==> config.mk <==
export PLATFORM = sky130hd
export DESIGN_NAME = ipv6_lpm_cell
export DESIGN_NICKNAME = d
export VERILOG_FILES = /design/src/hw/rtl/ipv6_lpm_pkg.sv /design/src/hw/rtl/ipv6_lpm_cell.sv
export SDC_FILE = /design/constraint.sdc
export NUM_CORES = 1
export LEC_CHECK = 0
export ABC_AREA = 0
export BUFFER_PORTS_ARGS = -buffer_cell sky130_fd_sc_hd__buf_2
export CAP_MARGIN = 20
export CORE_AREA = 2 2 357 359
export DETAILED_ROUTE_END_ITERATION = 16
export DIE_AREA = 0 0 359 361
export PLACE_DENSITY = 0.32
export RECOVER_POWER = 100
export REMOVE_ABC_BUFFERS = 1
export SLEW_MARGIN = 20
export SYNTH_ARGS = -nofsm -noshare
export SYNTH_HDL_FRONTEND = slang
export SYNTH_SLANG_ARGS = --single-unit
==> constraint.sdc <==
create_clock -name clk -period 16.6 [get_ports clk]
set_clock_uncertainty 0.15 [all_clocks]
set_input_delay 2.49 -clock clk [delete_from_list [all_inputs] [get_ports clk]]
set_output_delay 2.49 -clock clk [all_outputs]
set_load 0.005 [all_outputs]
==> src/hw/rtl/ipv6_lpm_pkg.sv <==
`default_nettype none
// ----------------------------------------------------------------------------
// IPv6 LPM package
// Shared types and codes for the route cell chain.
// ----------------------------------------------------------------------------
package ipv6_lpm_pkg;

    localparam logic [1:0] ACT_FORWARD = 2'd0;
    localparam logic [1:0] ACT_ADD     = 2'd1;
    localparam logic [1:0] ACT_CLEAR   = 2'd2;
    localparam logic [1:0] ACT_UNUSED  = 2'd3;

    localparam logic [0:0] REG_LOCAL_HI = 1'b0;
    localparam logic [0:0] REG_LOCAL_LO = 1'b1;

    localparam logic [2:0] VERD_LOCAL   = 3'd0;
    localparam logic [2:0] VERD_SEND    = 3'd1;
    localparam logic [2:0] VERD_NOROUTE = 3'd2;
    localparam logic [2:0] VERD_HOPLIM  = 3'd3;
    localparam logic [2:0] VERD_ADDED   = 3'd4;
    localparam logic [2:0] VERD_DUP     = 3'd5;
    localparam logic [2:0] VERD_FULL    = 3'd6;
    localparam logic [2:0] VERD_CLEARED = 3'd7;

    localparam logic [7:0] MAX_LEN = 8'd128;

    typedef struct packed {
        logic [127:0] prefix;
        logic [7:0]   len;
        logic [127:0] gateway;
    } route_t;

    // status a cell reports for the current word
    typedef struct packed {
        logic match;
        logic dup;
        logic longer;
    } cell_stat_t;

    function automatic logic [127:0] len_mask(input logic [7:0] len);
        logic [127:0] m;
        m = '0;
        for (int b = 0; b < 128; b++)
            m[127 - b] = (b < len);
        return m;
    endfunction

endpackage
`default_nettype wire

==> src/hw/rtl/ipv6_lpm_cell.sv <==
`default_nettype none
// ----------------------------------------------------------------------------
// IPv6 LPM route cell
// Holds one route, compares it with the word in flight and shifts it to the
// next cell when a new route is inserted ahead of it.
// ----------------------------------------------------------------------------
module ipv6_lpm_cell (
    input  wire                   clk,
    input  wire                   shift_en,
    input  wire                   load_en,
    input  ipv6_lpm_pkg::route_t  new_route,
    input  ipv6_lpm_pkg::route_t  prev_route,
    input  wire  [127:0]          addr,
    output ipv6_lpm_pkg::route_t  route,
    output ipv6_lpm_pkg::cell_stat_t stat
);
    import ipv6_lpm_pkg::*;

    route_t route_reg;

    always_ff @(posedge clk)
    begin
        if (load_en)
            route_reg <= new_route;
        else if (shift_en)
            route_reg <= prev_route;
    end

    assign route = route_reg;

    always_comb
    begin
        stat.match  = (((route_reg.prefix ^ addr) & len_mask(route_reg.len)) == '0);
        stat.dup    = (route_reg == new_route);
        stat.longer = (route_reg.len > new_route.len);
    end

endmodule
`default_nettype wire

==> flow_summary.json, run 1 <==
{
  "status": "finished, violations left",
  "violations": "max-capacitance violations, max-slew violations",
  "maxSlewHeadroom_pct": -178.5,
  "p_switching_mw": 0.7852,
  "drcViolationCount": 0,
  "hold_viol_final": 0,
  "cp_common_cell": "clkbuf_1",
  "yosys_warnings": 0,
  "grt_util_all_layers_pct": 16.22,
  "cts_inserted_buffers": 39,
  "first_pass_iters": 5,
  "die-area_mm2": 0.1296,
  "wl_per_cell_um": 27.59,
  "coreArea_mm2": 0.1254,
  "cp.required_ns": 16.65,
  "hpwl_um": 94070,
  "start_util_pct": 13.27,
  "htreeDepth": 2,
  "synth_cell_types": 60,
  "hold_buffers": 0,
  "die_x_um": 359,
  "pwr-share-clk_pct": 34.3,
  "path_clk_slew_ns": 0.06,
  "synthArstFlopShare_pct": 0,
  "hp-class": "in -> reg",
  "synthTopCellsByCount": "edfxtp_1, mux2_2, xor2_1",
  "placed_cell_area_mm2": 0.02327,
  "slew_violations": 231,
  "syn_area_mm2": 0.01665,
  "final_nets": 2940,
  "critPathMaxFanout": 60,
  "largest_register_ffs": 264,
  "post_cts_buffers": 0,
  "seq_area_frac_synth_pct": 47.62,
  "internal-power_mw": 1.515,
  "rows": 130,
  "first_iter_violations": 941,
  "ys_ff_latch": 264,
  "crit_slowest_cell": "clkbuf_1",
  "netlist_instances": 1336,
  "critPathKind": "in -> reg",
  "switching_share_pct": 34.14,
  "synthFlopType": "edfxtp_1",
  "cts_tree": "built",
  "via_per_inst": 3.818,
  "overflow": 0,
  "power_leakage_nw": 9.309,
  "synthToLayoutAreaGrowth_pct": 44.95,
  "cp-end-kind": "flop",
  "vdd_drop_max_mv": 0.06792,
  "cap_violations": 5,
  "max_freq_mhz": 87.59,
  "synth_edf_count": 264,
  "syn_area_per_cell_um2": 12.46,
  "power_frac_seq_pct": 39.7,
  "power_density_mw_per_mm2": 95.33,
  "cts_root_buffer": "clkbuf_16",
  "yosysTopAreaCellShare_pct": 47.62,
  "grt_max_degree": 134,
  "place_congestion": 0.8901,
  "yosysTopAreaCell": "edfxtp_1",
  "fp.dieH_um": 361,
  "final-instance-count-excl-fill": 3959,
  "numPortBuffers": 925,
  "cp_data_arrival_time_ns": 11.47,
  "wl_um": 109200,
  "grt_pass1_wl_um": 143900,
  "routed-via-count": 15117,
  "synth_top_cells_by_area": "edfxtp_1, mux2_2, xor2_1",
  "ant_nets": 0,
  "power_frac_comb_pct": 26.0,
  "grt_pass1_vias": 16573,
  "hold-worst-slack_ns": 2.048,
  "antenna_found_initial": 32,
  "clock-sinks": 264,
  "post-route-util_pct": 19.24,
  "setup_violations": 0,
  "cts_buffer_depth": 3,
  "layout-drive-gt1-share_pct": 45.26,
  "cp_cell_sequence": "clkbuf_1 > or2_0 > clkbuf_1 > buf_4",
  "slowest_delay_ns": 2.85,
  "rsz0062_at_grt": "false",
  "post-route-period-util_pct": 68.78,
  "fin_crit_ns": 11.42,
  "worst_pin_slew_ns": 4.177,
  "start_kind": "input pin",
  "cts_resized": 0,
  "io_pins": 926,
  "fin_area_mm2": 0.02413,
  "final.setup.tns_ns": 0,
  "dp_cells": 3881
}
-- layer usage --
layer  GRT usage, %  part of all wire, %
met2          29.27                   51
met3          4.253                  6.6
met1          19.14                   40
met5              0                 0.14
met4          3.533                  1.7
-- worst paths after layout --
path,to,cells after the start,from
worst max-delay path,route[23],4,load_en
worst min-delay path,route[165],2,prev_route[165]
-- cell type report --
cell class	count	area, µm²
multi-input cells	988	8356
flip-flops and latches	264	7928
repair buffers	939	4479
well taps	1650	2064
clock inverters	10	80.08
inverters	41	153.9
fillers	14076	101300
diodes	11	27.53
clock buffers	56	1040
-- cells by family after synthesis --
kind of cell,share of synthesized area [%]
xor+xnor,18.57
mux,17.86
flops,47.62
compound gates,6.630
simple gates,6.329
buf+inv,2.262
fa+ha+maj,0.7216
-- worst max-delay path, delay by kind of cell --
| kind | cells | cell delay [ns] |
|---|---|---|
| buffers and inverters | 3 | 6.39 |
| and+or+nand+nor | 1 | 2.30 |
-- layout by cell type, fill, tap and decap left out, types with 6 or more instances in the layout --
master	Yosys	layout
nand2_1	13	13
buf_2	3	716
xnor2_1	149	148
nor2_1	20	20
o22ai_1	15	15
mux2_2	264	258
a21oi_1	62	62
inv_1	41	41
buf_4	0	6
nand3_1	11	11
a221oi_1	8	8
edfxtp_1	264	264
ha_1	8	8
mux2_1	0	6
nor4_1	53	52
clkbuf_16	0	39
clkbuf_1	31	230
xor2_1	204	204
o21a_1	6	6
o21ai_0	49	49
o2bb2ai_1	12	12
nor3_1	14	14
diode_2	0	11
o21ai_1	6	6
nand4_1	44	44
-- stage by stage --
step | power (mW) | worst slack, ns
global placement | 1.558 | 7.650
global route | 2.424 | 4.294
CTS | 2.374 | 8.307
finish | 2.300 | 5.183
detailed placement | 1.559 | 8.328
floorplan | 1.137 | 10.09
-- power groups by stage --
stage / sequential, mW / clock (mW) / combinational, mW
final: 0.913 / 0.790 / 0.597
after global routing: 0.925 / 0.846 / 0.653
after CTS: 0.913 / 0.825 / 0.636
after detailed placement: 0.926 / 0 / 0.633
after global placement: 0.924 / 0 / 0.634
after floorplan: 0.912 / 0 / 0.225
(Power assumes the default switching activity.)
==> run 2, diff against run 1 <==
==> constraint.sdc (replaced) <==
create_clock -name clk -period 11.2 [get_ports clk]
set_clock_uncertainty 0.15 [all_clocks]
set_input_delay 1.68 -clock clk [delete_from_list [all_inputs] [get_ports clk]]
set_output_delay 1.68 -clock clk [all_outputs]
set_load 0.005 [all_outputs]
==> run 2 against run 1 <==
The run still ends with max-capacitance violations, max-slew violations left. Hold slack lost 0.81 ns. Final area grew 0.55%. Final cell count is the same. Critical endpoint is now route[99]. Largest cell class unchanged.
==> flow_summary.json, run 2 (synthesized netlist as in run 1, its figures left out) <==
{
  "first_iter_violations": 909,
  "path_clk_slew_ns": 0.06,
  "hold_buffers": 0,
  "power_mw": 3.508,
  "n_fill_cell": 14040,
  "cts_resized": 0,
  "grt_pass1_vias": 16524,
  "start_kind": "input pin",
  "die-area_mm2": 0.1296,
  "setup_violations": 0,
  "wl_per_cell_um": 27.53,
  "coreArea_mm2": 0.1254,
  "rsz0062_at_grt": "false",
  "worst_pin_slew_ns": 3.925,
  "grt_util_all_layers_pct": 16.14,
  "vdd_drop_max_mv": 0.09091,
  "mostFrequentLayoutCells": "buf_2, edfxtp_1, mux2_2",
  "wl_um": 109000,
  "multiInputGateArea_mm2": 0.008363,
  "violations": "max-capacitance violations, max-slew violations",
  "slew_violations": 181,
  "fp.dieH_um": 361,
  "via_per_inst": 3.837,
  "power_density_mw_per_mm2": 144.6,
  "post-route-period-util_pct": 73.29,
  "use_met3_pct": 4.880,
  "io_pins": 926,
  "final-instance-count-excl-fill": 3959,
  "post_cts_buffers": 0,
  "clock-sinks": 264,
  "grt_pass1_wl_um": 142800,
  "synthToLayoutAreaGrowth_pct": 45.75,
  "status": "finished, violations left",
  "grt_max_degree": 127,
  "rows": 130,
  "critPathKind": "in -> reg",
  "drcViolationCount": 0,
  "dp_cells": 3881,
  "met1_usage_pct": 18.49,
  "cp_data_arrival_time_ns": 8.38,
  "register_area_mm2": 0.007928,
  "critPathMaxFanout": 58,
  "cp-end-kind": "flop",
  "die_x_um": 359,
  "cts_root_buffer": "clkbuf_16",
  "power_leakage_nw": 9.394,
  "overflow": 0,
  "fin_crit_ns": 8.208,
  "ant_nets": 0,
  "cap_violations": 4,
  "max_freq_mhz": 121.8,
  "cp.required_ns": 11.38,
  "hp-class": "in -> reg",
  "cts_tree": "built",
  "use_met2_pct": 28.72,
  "place_congestion": 0.8930,
  "hpwl_um": 93640,
  "routed-via-count": 15189,
  "grt-busiest-layer": "met2",
  "final_nets": 2939,
  "antenna_found_initial": 38,
  "hold_viol_final": 0,
  "htreeDepth": 2,
  "start_util_pct": 13.27,
  "cts_buffer_depth": 3,
  "final.setup.tns_ns": 0,
  "cts_inserted_buffers": 39,
  "final_common_cell": "buf_2",
  "maxSlewHeadroom_pct": -161.7,
  "numPortBuffers": 925,
  "layout-drive-gt1-share_pct": 45.74,
  "largest_register_ffs": 264,
  "first_pass_iters": 5
}
## run 2: changes by cell type in the layout (fill, tap and decap cells not counted), sizes merged
cell / previous run / this run
clkinv: 6 / 12
clkinvlp: 0 / 1
clkbuf: 270 / 255
diode: 11 / 9
inv: 44 / 41
buf: 725 / 735
bufinv: 1 / 4
## run 2: area by class of cell
type	count	area share, %
Antenna cell	9	0.09283
Clock inverter	17	0.7323
Sequential cell	264	32.68
Timing Repair Buffer	938	18.48
Multi-Input combinational cell	988	34.47
Tap cell	1650	8.510
Inverter	41	0.6343
Clock buffer	52	4.399
## run 2: power by group
part | leakage (nW) | internal [mW] | switching (mW)
registers | 2.69 | 1.22 | 0.127
clock network | 0.603 | 0.757 | 0.512
logic | 6.10 | 0.356 | 0.532
## run 2: path summary, 6_finish.rpt
path | endpoint | slack [ns] | from | depth (start not counted)
min | route[133] | 1.24 | prev_route[133] | 2
max | route[99] | 2.99 | load_en | 4
## run 2: per-stage QoR
step	hold WS (ns)	setup WS, ns	util [%]	cell area (µm²)
after global routing	1.200	2.395	19.34	24260
after CTS	1.170	4.530	19.55	24510
after detailed placement	1.835	4.541	18.55	23270
final	1.239	2.992	19.35	24260
after floorplan	1.750	5.667	-	16420
after global placement	1.830	3.853	18.54	23240
## run 2: metal layers
layer | part of all wire (%) | vias to the layer above
li1 | - | 6912
met1 | 40 | 7418
met2 | 50 | 702
met3 | 7.1 | 129
met4 | 2.7 | 28
met5 | 0.15 | -
## run 2: worst max-delay path: stages
cell and delay [ns]:
clkbuf_1 2.71, clkbuf_1 2.51, buf_4 0.91, mux2_2 0.42
==> run 3, diff against run 2 <==
--- a/config.mk
+++ b/config.mk
@@ -11,7 +11,7 @@
 export CORE_AREA = 2 2 357 359
 export DETAILED_ROUTE_END_ITERATION = 16
 export DIE_AREA = 0 0 359 361
-export PLACE_DENSITY = 0.32
+export PLACE_DENSITY = 0.33
 export RECOVER_POWER = 100
 export REMOVE_ABC_BUFFERS = 1
 export SLEW_MARGIN = 20
==> constraint.sdc (replaced) <==
create_clock -name clk -period 6.82 [get_ports clk]
set_clock_uncertainty 0.15 [all_clocks]
set_input_delay 1.023 -clock clk [delete_from_list [all_inputs] [get_ports clk]]
set_output_delay 1.023 -clock clk [all_outputs]
set_load 0.005 [all_outputs]
==> run 3 against run 2 <==
The run still ends with max-capacitance violations, max-slew violations left. Hold slack worse by 0.67 ns. Critical path type unchanged. Combinational power up 64%. Power is 60% higher. Die area is the same. Flip-flop and latch count is the same. Final area shrank 0.58%. Highest routed layer unchanged. Global-route usage barely moved.
==> flow_summary.json, run 3 (synthesized netlist as in run 1, its figures left out) <==
{
  "status": "finished, violations left",
  "violations": "max-capacitance violations, max-slew violations",
  "setup_violations": 0,
  "final.setup.tns_ns": 0,
  "ant_nets": 0,
  "post-route-period-util_pct": 88.10,
  "hold_viol_final": 0,
  "hpwl_um": 93690,
  "path_clk_slew_ns": 0.07,
  "routed-via-count": 15007,
  "final_nets": 2940,
  "multiInputGateArea_mm2": 0.008349,
  "grt_pass1_vias": 15897,
  "critPathKind": "in -> reg",
  "start_kind": "input pin",
  "drcViolationCount": 0,
  "largest_register_ffs": 264,
  "grt_max_degree": 135,
  "io_pins": 926,
  "cts_resized": 0,
  "power_leakage_nw": 9.347,
  "hp-class": "in -> reg",
  "n_fill_cell": 14063,
  "cts_root_buffer": "clkbuf_16",
  "synthToLayoutAreaGrowth_pct": 44.90,
  "max_freq_mhz": 166.4,
  "maxSlewHeadroom_pct": -92.96,
  "mostFrequentLayoutCells": "buf_2, edfxtp_1, mux2_2",
  "hold_path_depth": 2,
  "layout-drive-gt1-share_pct": 45.82,
  "clock-sinks": 264,
  "start_util_pct": 13.27,
  "wl_per_cell_um": 27.60,
  "coreArea_mm2": 0.1254,
  "cts_tree": "built",
  "die-area_mm2": 0.1296,
  "vdd_drop_max_mv": 0.1331,
  "first_pass_iters": 5,
  "first_iter_violations": 747,
  "wl_um": 109000,
  "numPortBuffers": 925,
  "fin_crit_ns": 6.008,
  "hold_buffers": 0,
  "cp-end-kind": "flop",
  "register_area_mm2": 0.007928,
  "slew_violations": 344,
  "worst_pin_slew_ns": 2.894,
  "die_x_um": 359,
  "rsz0062_at_grt": "false",
  "power_density_mw_per_mm2": 233.2,
  "cap_violations": 5,
  "rows": 130,
  "power_mw": 5.626,
  "post-route-util_pct": 19.23,
  "cts_inserted_buffers": 39,
  "post_cts_buffers": 0,
  "cts_buffer_depth": 3,
  "final_common_cell": "buf_2",
  "cp_data_arrival_time_ns": 6.07,
  "cp.required_ns": 6.88,
  "grt_pass1_wl_um": 141300,
  "overflow": 0,
  "via_per_inst": 3.799,
  "place_congestion": 0.8763,
  "grt_util_all_layers_pct": 16.14,
  "critPathMaxFanout": 50,
  "antenna_found_initial": 43,
  "fp.dieH_um": 361,
  "htreeDepth": 2
}
[run 3: changes by cell type in the layout (fill, tap and decap cells not counted), moves of 2 or more]
cell / delta
diode_2: -5
bufinv_16: -4
clkinv_1: -4
buf_1: -2
clkbuf_2: +2
clkinv_2: +2
[run 3: routing by layer]
metal  share of wire [%]  vias to the layer above  wire (µm)  GRT usage [%]
met1                  40                     7243      43790          18.97
met4                 3.4                       32       3758          5.684
met3                 6.3                      130       6896          4.120
met2                  50                      694      54370          28.31
li1                    -                     6908          -              -
met5                0.19                        -        203              0
[run 3: power by group]
part	internal, mW	leakage [nW]	switching [mW]
Combinational	0.589	6.11	0.873
Sequential	2.01	2.69	0.212
Clock	1.09	0.549	0.854
[run 3: final cells by class]
cell class / count / area share [%]
Multi-Input combinational cell: 988 / 34.61
Antenna cell: 4 / 0.04150
Inverter: 41 / 0.6380
Timing Repair Buffer: 939 / 18.62
Clock inverter: 11 / 0.2179
Clock buffer: 53 / 4.440
Tap cell: 1650 / 8.559
Sequential cell: 264 / 32.87
[run 3: final timing paths]
path / start / end / slack, ns
worst min-delay path: prev_route[66] / route[66] / 0.57
worst max-delay path: load_en / route[209] / 0.81
[run 3: per-stage QoR]
step | worst slack (ns) | cell area [µm²] | hold WS (ns) | std cells
floorplan | 1.944 | 16420 | 1.093 | 1293
global placement | 0.6625 | 23280 | 1.176 | 3882
detailed placement | 0.6796 | 23290 | 1.178 | 3882
CTS | 0.6708 | 24420 | 0.5160 | 3946
global route | 0.3728 | 24120 | 0.5480 | 3949
finish | 0.8118 | 24120 | 0.5727 | 3950
[run 3: critical path, cell delays in order]
cell and delay, ns:
clkbuf_1 2.00, or2_1 2.07, clkbuf_1 0.91
